## config.mk

```make
export PLATFORM = sky130hd
export DESIGN_NAME = rcc_ctrl
export DESIGN_NICKNAME = d
export VERILOG_FILES = /design/src/sv/rcc_pkg.sv /design/src/sv/rcc_ctrl.sv
export SDC_FILE = /design/constraint.sdc
export NUM_CORES = 1
export LEC_CHECK = 0
export ABC_CLOCK_PERIOD_IN_PS = 3500
export BUFFER_PORTS_ARGS = -buffer_cell sky130_fd_sc_hd__buf_2
export CELL_PAD_IN_SITES_DETAIL_PLACEMENT = 1
export CELL_PAD_IN_SITES_GLOBAL_PLACEMENT = 2
export CORE_MARGIN = 5
export CORE_UTILIZATION = 32
export CTS_CLUSTER_SIZE = 8
export DETAILED_ROUTE_END_ITERATION = 7
export GPL_TIMING_DRIVEN = 0
export HOLD_SLACK_MARGIN = 0.06
export PLACE_DENSITY_LB_ADDON = 0.25
export SYNTH_ARGS = -nofsm -noshare
export SYNTH_HDL_FRONTEND = slang
export SYNTH_SLANG_ARGS = --single-unit
```

## constraint.sdc

```tcl
create_clock -name aclk -period 3.5 [get_ports aclk]
set_input_delay 0 -clock aclk [delete_from_list [all_inputs] [get_ports aclk]]
set_output_delay 0 -clock aclk [all_outputs]
set_load 0.03 [all_outputs]
```

## src/sv/rcc_pkg.sv

```systemverilog
`timescale 1ns / 1ps
// shared types, field widths and codes of the residue contact counter
package rcc_pkg;

    localparam int COORD_W   = 25;
    localparam int RESNUM_W  = 15;
    localparam int QIDX_W    = 10;
    localparam int MODE_W    = 2;
    localparam int COUNT_W   = 10;
    localparam int STATUS_W  = 2;
    localparam int CUTOFF_W  = 40;
    localparam int MINSEP_W  = 4;
    localparam int CFG_IDX_W = 1;

    localparam int S_TDATA_W = 176;
    localparam int M_TDATA_W = 24;

    localparam int SQ_W  = 2 * COORD_W;
    localparam int SUM_W = SQ_W + 2;

    // neighbors this close but under the minimum separation are counted only across a residue number gap
    localparam int ADJ_SEP_MAX = 3;

    localparam logic [MODE_W-1:0] MODE_LOAD  = 2'd0;
    localparam logic [MODE_W-1:0] MODE_QUERY = 2'd1;
    localparam logic [MODE_W-1:0] MODE_CLEAR = 2'd2;

    localparam logic [STATUS_W-1:0] STATUS_OK         = 2'd0;
    localparam logic [STATUS_W-1:0] STATUS_QUERY_MISS = 2'd1;
    localparam logic [STATUS_W-1:0] STATUS_STORE_FULL = 2'd2;

    localparam logic [CFG_IDX_W-1:0] REG_CUTOFF  = 1'd0;
    localparam logic [CFG_IDX_W-1:0] REG_MIN_SEP = 1'd1;

    localparam logic [CUTOFF_W-1:0] CUTOFF_RESET = 40'd64000000;
    localparam logic [MINSEP_W-1:0] MINSEP_RESET = 4'd4;

    localparam logic [COUNT_W-1:0] COUNT_MAX = '1;

    // coordinate index 0 is x, 1 is y, 2 is z
    typedef struct packed {
        logic [2:0][COORD_W-1:0] ca;
        logic [2:0][COORD_W-1:0] cb;
        logic [RESNUM_W-1:0]     resnum;
    } entry_t;

    typedef struct packed {
        logic wr_en;
        logic rd_en;
        logic latch_q;
        logic issue;
        logic clear_counts;
    } dp_cmd_t;

    typedef struct packed {
        logic               busy;
        logic [COUNT_W-1:0] ca_count;
        logic [COUNT_W-1:0] cb_count;
    } dp_status_t;

endpackage

```

## src/sv/rcc_ctrl.sv

```systemverilog
`timescale 1ns / 1ps
// controller: item decode, fill count, sweep sequencing and result register
module rcc_ctrl #(
    parameter int MAX_RESIDUES = 1024,
    parameter int IDX_W        = 10
) (
    input  logic                           aclk,
    input  logic                           aresetn,
    input  logic                           s_tvalid,
    output logic                           s_tready,
    input  logic [rcc_pkg::MODE_W-1:0]     mode,
    input  logic [rcc_pkg::QIDX_W-1:0]     query_index,
    output logic                           m_tvalid,
    input  logic                           m_tready,
    output logic [rcc_pkg::COUNT_W-1:0]    ca_contacts,
    output logic [rcc_pkg::COUNT_W-1:0]    cb_contacts,
    output logic [rcc_pkg::STATUS_W-1:0]   result_status,
    output rcc_pkg::dp_cmd_t               cmd,
    output logic [IDX_W-1:0]               wr_addr,
    output logic [IDX_W-1:0]               rd_addr,
    output logic [IDX_W-1:0]               q_idx,
    input  rcc_pkg::dp_status_t            dp_status
);
    import rcc_pkg::*;

    localparam int CNT_W = $clog2(MAX_RESIDUES + 1);
    localparam int CMP_W = (CNT_W > QIDX_W) ? CNT_W : QIDX_W;

    typedef enum logic [2:0] {
        ST_IDLE,
        ST_READQ,
        ST_SWEEP,
        ST_DRAIN,
        ST_RESULT
    } state_t;

    state_t              state_reg, state_next;
    logic [CNT_W-1:0]    loaded_reg, loaded_next;
    logic [IDX_W-1:0]    j_reg, j_next;
    logic [IDX_W-1:0]    q_reg, q_next;
    logic [STATUS_W-1:0] status_reg, status_next;
    logic                m_valid_reg, m_valid_next;
    logic [COUNT_W-1:0]  m_ca_reg, m_ca_next;
    logic [COUNT_W-1:0]  m_cb_reg, m_cb_next;
    logic [STATUS_W-1:0] m_status_reg, m_status_next;

    logic             accept;
    logic             full;
    logic [CMP_W-1:0] q_ext;
    logic             q_miss;
    logic             last_j;

    always_comb begin
        accept = s_tvalid && (state_reg == ST_IDLE);
        full   = (loaded_reg == CNT_W'(MAX_RESIDUES));
        q_ext  = CMP_W'(query_index);
        q_miss = (q_ext >= CMP_W'(loaded_reg));
        last_j = (CNT_W'(j_reg) == (loaded_reg - 1'b1));

        cmd.wr_en        = accept && (mode == MODE_LOAD) && !full;
        cmd.rd_en        = (state_reg == ST_READQ) || (state_reg == ST_SWEEP);
        cmd.issue        = (state_reg == ST_SWEEP);
        cmd.latch_q      = (state_reg == ST_SWEEP) && (j_reg == '0);
        cmd.clear_counts = accept;

        wr_addr = loaded_reg[IDX_W-1:0];
        rd_addr = (state_reg == ST_READQ) ? q_reg : j_reg;

        state_next    = state_reg;
        loaded_next   = loaded_reg;
        j_next        = j_reg;
        q_next        = q_reg;
        status_next   = status_reg;
        m_valid_next  = m_valid_reg && !m_tready;
        m_ca_next     = m_ca_reg;
        m_cb_next     = m_cb_reg;
        m_status_next = m_status_reg;

        case (state_reg)
            ST_IDLE: begin
                if (accept) begin
                    status_next = STATUS_OK;
                    state_next  = ST_RESULT;
                    case (mode)
                        MODE_LOAD: begin
                            if (full) begin
                                status_next = STATUS_STORE_FULL;
                            end else begin
                                loaded_next = loaded_reg + 1'b1;
                            end
                        end
                        MODE_QUERY: begin
                            if (q_miss) begin
                                status_next = STATUS_QUERY_MISS;
                            end else begin
                                q_next     = q_ext[IDX_W-1:0];
                                state_next = ST_READQ;
                            end
                        end
                        MODE_CLEAR: begin
                            loaded_next = '0;
                        end
                        default: ;
                    endcase
                end
            end
            ST_READQ: begin
                j_next     = '0;
                state_next = ST_SWEEP;
            end
            ST_SWEEP: begin
                if (last_j) begin
                    state_next = ST_DRAIN;
                end else begin
                    j_next = j_reg + 1'b1;
                end
            end
            ST_DRAIN: begin
                if (!dp_status.busy) begin
                    state_next = ST_RESULT;
                end
            end
            ST_RESULT: begin
                if (!m_valid_reg || m_tready) begin
                    m_valid_next  = 1'b1;
                    m_ca_next     = dp_status.ca_count;
                    m_cb_next     = dp_status.cb_count;
                    m_status_next = status_reg;
                    state_next    = ST_IDLE;
                end
            end
            default: state_next = ST_IDLE;
        endcase
    end

    always_ff @(posedge aclk) begin
        if (!aresetn) begin
            state_reg   <= ST_IDLE;
            loaded_reg  <= '0;
            m_valid_reg <= 1'b0;
        end else begin
            state_reg   <= state_next;
            loaded_reg  <= loaded_next;
            m_valid_reg <= m_valid_next;
        end
        j_reg        <= j_next;
        q_reg        <= q_next;
        status_reg   <= status_next;
        m_ca_reg     <= m_ca_next;
        m_cb_reg     <= m_cb_next;
        m_status_reg <= m_status_next;
    end

    assign s_tready      = (state_reg == ST_IDLE);
    assign m_tvalid      = m_valid_reg;
    assign ca_contacts   = m_ca_reg;
    assign cb_contacts   = m_cb_reg;
    assign result_status = m_status_reg;
    assign q_idx         = q_reg;

endmodule

```

==> results by group <==
Synthesis
  – Top-count cell post-synth: edfxtp_1
  – Yosys cell types: 52
  – Cell count after synthesis: between 200 and 300
  – Ys flop type: edfxtp_1
  – Post-synth design cell area: 3167 um^2
  – Synth top cells by count: edfxtp_1 (44), nor2_1 (21), nand2_1 (18), inv_1 (17), buf_4 (16)
  – Synth area leaders: edfxtp_1 (42%), dfxtp_1 (9.5%), ha_1 (5.5%), buf_4 (3.8%), xnor2_1 (3.3%)
  – Mean post-synth cell area: 10.77 um^2
  – Post-synthesis sequential area ratio: 0.5121
  – Synth warnings: 0
  – Synthesized Nets: around 350
  – Top cell type's share of synthesized area: 0.4172
  – Synthesis-stage register bit count: 59
  – Post-synth EDFFs: 44
  – Yosys top cell by area: edfxtp_1
  – Post-synth ARST share: 0

Setup path
  – Max incr delay on CP: between 500 and 600 ps
  – Required @ worst endpoint: roughly 3600 ps
  – Crit path max fanout: 7
  – CP Launch Type: flip-flop
  – Slowest stage cell on the critical path: or4_1
  – CP Class: reg2reg
  – Critical Path Sink: j_reg[8]
  – Reg-to-Reg Start: loaded_reg[1]
  – CP top delay family: simple AND/OR/NAND/NOR gates
  – Critical Path Sink Type: flip-flop
  – FF-to-FF path depth: 9
  – WP data arrival: 3280 ps
  – R2R Setup Slk: around 320 ps
  – Number of cells on the critical path: 9
  – Crit path top cell by count: or4_1
  – Worst reg2reg endpoint: j_reg[8]
  – Buf/Inv on CP: 2
  – Worst path cell trace: inv_1 -> ha_1 -> xor2_1 -> nand2_1 -> or4_1 -> or4_1 -> nor3_1 -> o21ai_1 -> buf_2
  – CP Launch Point: loaded_reg[1]

Detailed routing
  – DRT Pass-1 Iters: 4
  – Total number of vias: 2724
  – Final antenna-violating net count: 0
  – Routed length per instance: approximately 16 um
  – Drt drc: 0
  – Total Wirelength: about 9.5 mm
  – Vias per cell: ~4.7
  – Initial drt markers: 54

Floorplanning
  – Ports: 96
  – Die area: about 12000 um^2
  – Starting Density: 0.3255
  – Core Rows: 36
  – Die height: around 110 um
  – Core ar.: a little under 10000 um^2
  – Die extent in x: approximately 110 um

Global route
  – Tot GR Track Use: 0.1659
  – Grt met3 use: 0.03288
  – Initial antenna violation count: 0
  – Largest net degree at the start of global routing: 23
  – GR Overflow Total: 0
  – GR peak layer: met2
  – GRT met1 Usage: 0.2067
  – Number of global-route vias before repair: 2913
  – First-pass GRT wire length: 15.16 mm
  – GR Layer Usage met2: 0.2851

Placement
  – GPL Wtd Cong: between 0.8 and 0.9
  – Post-placement cell count: roughly 520
  – Port buffer count: 94
  – DP HPWL: 7.040 mm

STA
  – Final Cycle Share: 0.9085
  – Worst-Margin Slew: approximately 1100 ps
  – Minimum clock period: about 3200 ps
  – FMAX: between 300 and 400 MHz
  – RSZ-0062 raised after global routing: false
  – Layout Skew: slightly above 10 ps
  – Final setup fails: 0
  – Max Slew Vio Count: 0
  – Slew headroom: 0.2487
  – Final Hold Viols: 0

Clocking
  – Clk sinks: 59
  – CTS tree: done
  – CTS buffer count: 9
  – Setup bufs post-CTS: 0
  – Clock latency on the worst-skew pair: about 350 ps
  – Clk root buf: clkbuf_8
  – CTS clk-pin slew, worst paths: around 70 ps
  – Clock tree buffer depth: 2
  – H-tree lvl count: 3

Pwr
  – Worst VDD drop: between 0.0002 and 0.00025 V
  – Sw power: around 0.00042 W
  – Internal: 0.001333 W
  – Combinational power share: 0.120
  – Seq pwr share: 0.449
  – Clock power share: 0.431
  – PwrDens: a little under 400 nW/um^2
  – Leakage Power: around 1.8 nW
  – Sw frac: 0.2390

Job
  – Maxcap violations: 0

Final layout
  – Layout area overhead: 39.59%
  – Fin nets: 489
  – Fraction of layout cells with a size suffix above 1: 0.3258
  – Fillers: ~1100
  – Max reg flops: 11
  – Final core occ: 0.4543
  – Register area: 1623 um^2
  – Multi-input logic area: 1305 um^2
  – Non-Filler Instances: roughly 580
  – Antenna cells: 0

Min path
  – Hold Startpoint: s_tvalid
  – Worst Hold Class: in2reg

Run status
  – Status: complete, no violations
==> how the worst min path moves through the flow <==
stage / end / slack, ps / cells after the start
3_3_place_gp: cb_contacts[3] / 180 / 1
4_1_cts: state_reg[0] / 150 / 4
5_1_grt: state_reg[0] / 190 / 4
2_1_floorplan: ca_contacts[0] / 100 / 0
6_report: state_reg[0] / 160 / 4
3_5_place_dp: ca_contacts[6] / 180 / 1
==> repair_timing <==
action | 4_1_cts | 5_1_grt
endpoints found under the hold margin | 38 | 0
hold buffers | 38 | 0
gates resized for setup | 0 | 2
endpoints found under the setup margin | 0 | 6
==> metal layers <==
metal  wire [um]  vias up  part of all wire
li1            -     1336                 -
met5           0        -                 0
met4         156        0             0.016
met1        4250     1325              0.45
met2        4720       51              0.50
met3         338       12             0.036
==> logic make-up after synthesis <==
group                      count (synthesis)  synth area share
buffers and inverters                     45           0.07586
adders and majority gates                 14           0.05531
and+or+nand+nor                          100            0.1738
xor gates and xnor gates                  24           0.06638
AOI/OAI and AO/OA                         44           0.08811
muxes                                      8           0.02845
DFF                                       59            0.5121
==> cell usage in the layout, fill, tap and decap left out, types with 10 or more instances in the layout <==
master and instances:
edfxtp_1 44, xnor2_1 12, ha_1 14, nor2_1 21, o21ai_0 13, buf_4 16
buf_2 97, xor2_1 12, nand3_1 10, a21oi_1 11, dfxtp_1 14, nand2_1 18
inv_1 17, dlygate4sd3_1 38
==> worst register-to-register path: stages (launching register included) <==
cell     delay (ps)
dfxtp_1         500
inv_1           150
ha_1            370
xor2_1          160
nand2_1          60
or4_1           450
or4_1           560
nor3_1          250
o21ai_1         210
buf_2           220
==> layout make-up <==
| cell class | count | share of cell area |
|---|---|---|
| Inverter | 17 | 0.01444 |
| Buffer | 28 | 0.03991 |
| Timing Repair Buffer | 133 | 0.1936 |
| Multi-Input combinational cell | 190 | 0.2952 |
| Sequential cell | 59 | 0.3671 |
| Clock inverter | 5 | 0.02321 |
| Clock buffer | 10 | 0.02887 |
| Tap cell | 133 | 0.03765 |
==> through the flow <==
| stage | setup WS [ps] | setup TNS (ps) | cell area (um^2) | total power [W] | hold WS [ps] |
|---|---|---|---|---|---|
| floorplan | 582.2 | 0 | 3167 | 0.0009113 | 98.87 |
| global placement | -33.65 | -330.8 | 3804 | 0.0009754 | 177.3 |
| detailed placement | 162.7 | 0 | 3809 | 0.0009819 | 178.8 |
| CTS | 97.83 | 0 | 4419 | 0.001773 | 153.3 |
| global route | 98.96 | 0 | 4420 | 0.001819 | 188.4 |
| finish | 320.3 | 0 | 4420 | 0.001751 | 156.1 |
==> power by group through the flow <==
stage               Sequential (W)  Clock [W]  Combinational, W
floorplan                 0.000831          0         0.0000802
global placement          0.000800          0          0.000175
detailed placement        0.000802          0          0.000180
CTS                       0.000786   0.000773          0.000213
global route              0.000788   0.000802          0.000229
finish                    0.000786   0.000755          0.000210
Note: power is estimated with default switching activity, not from simulation.
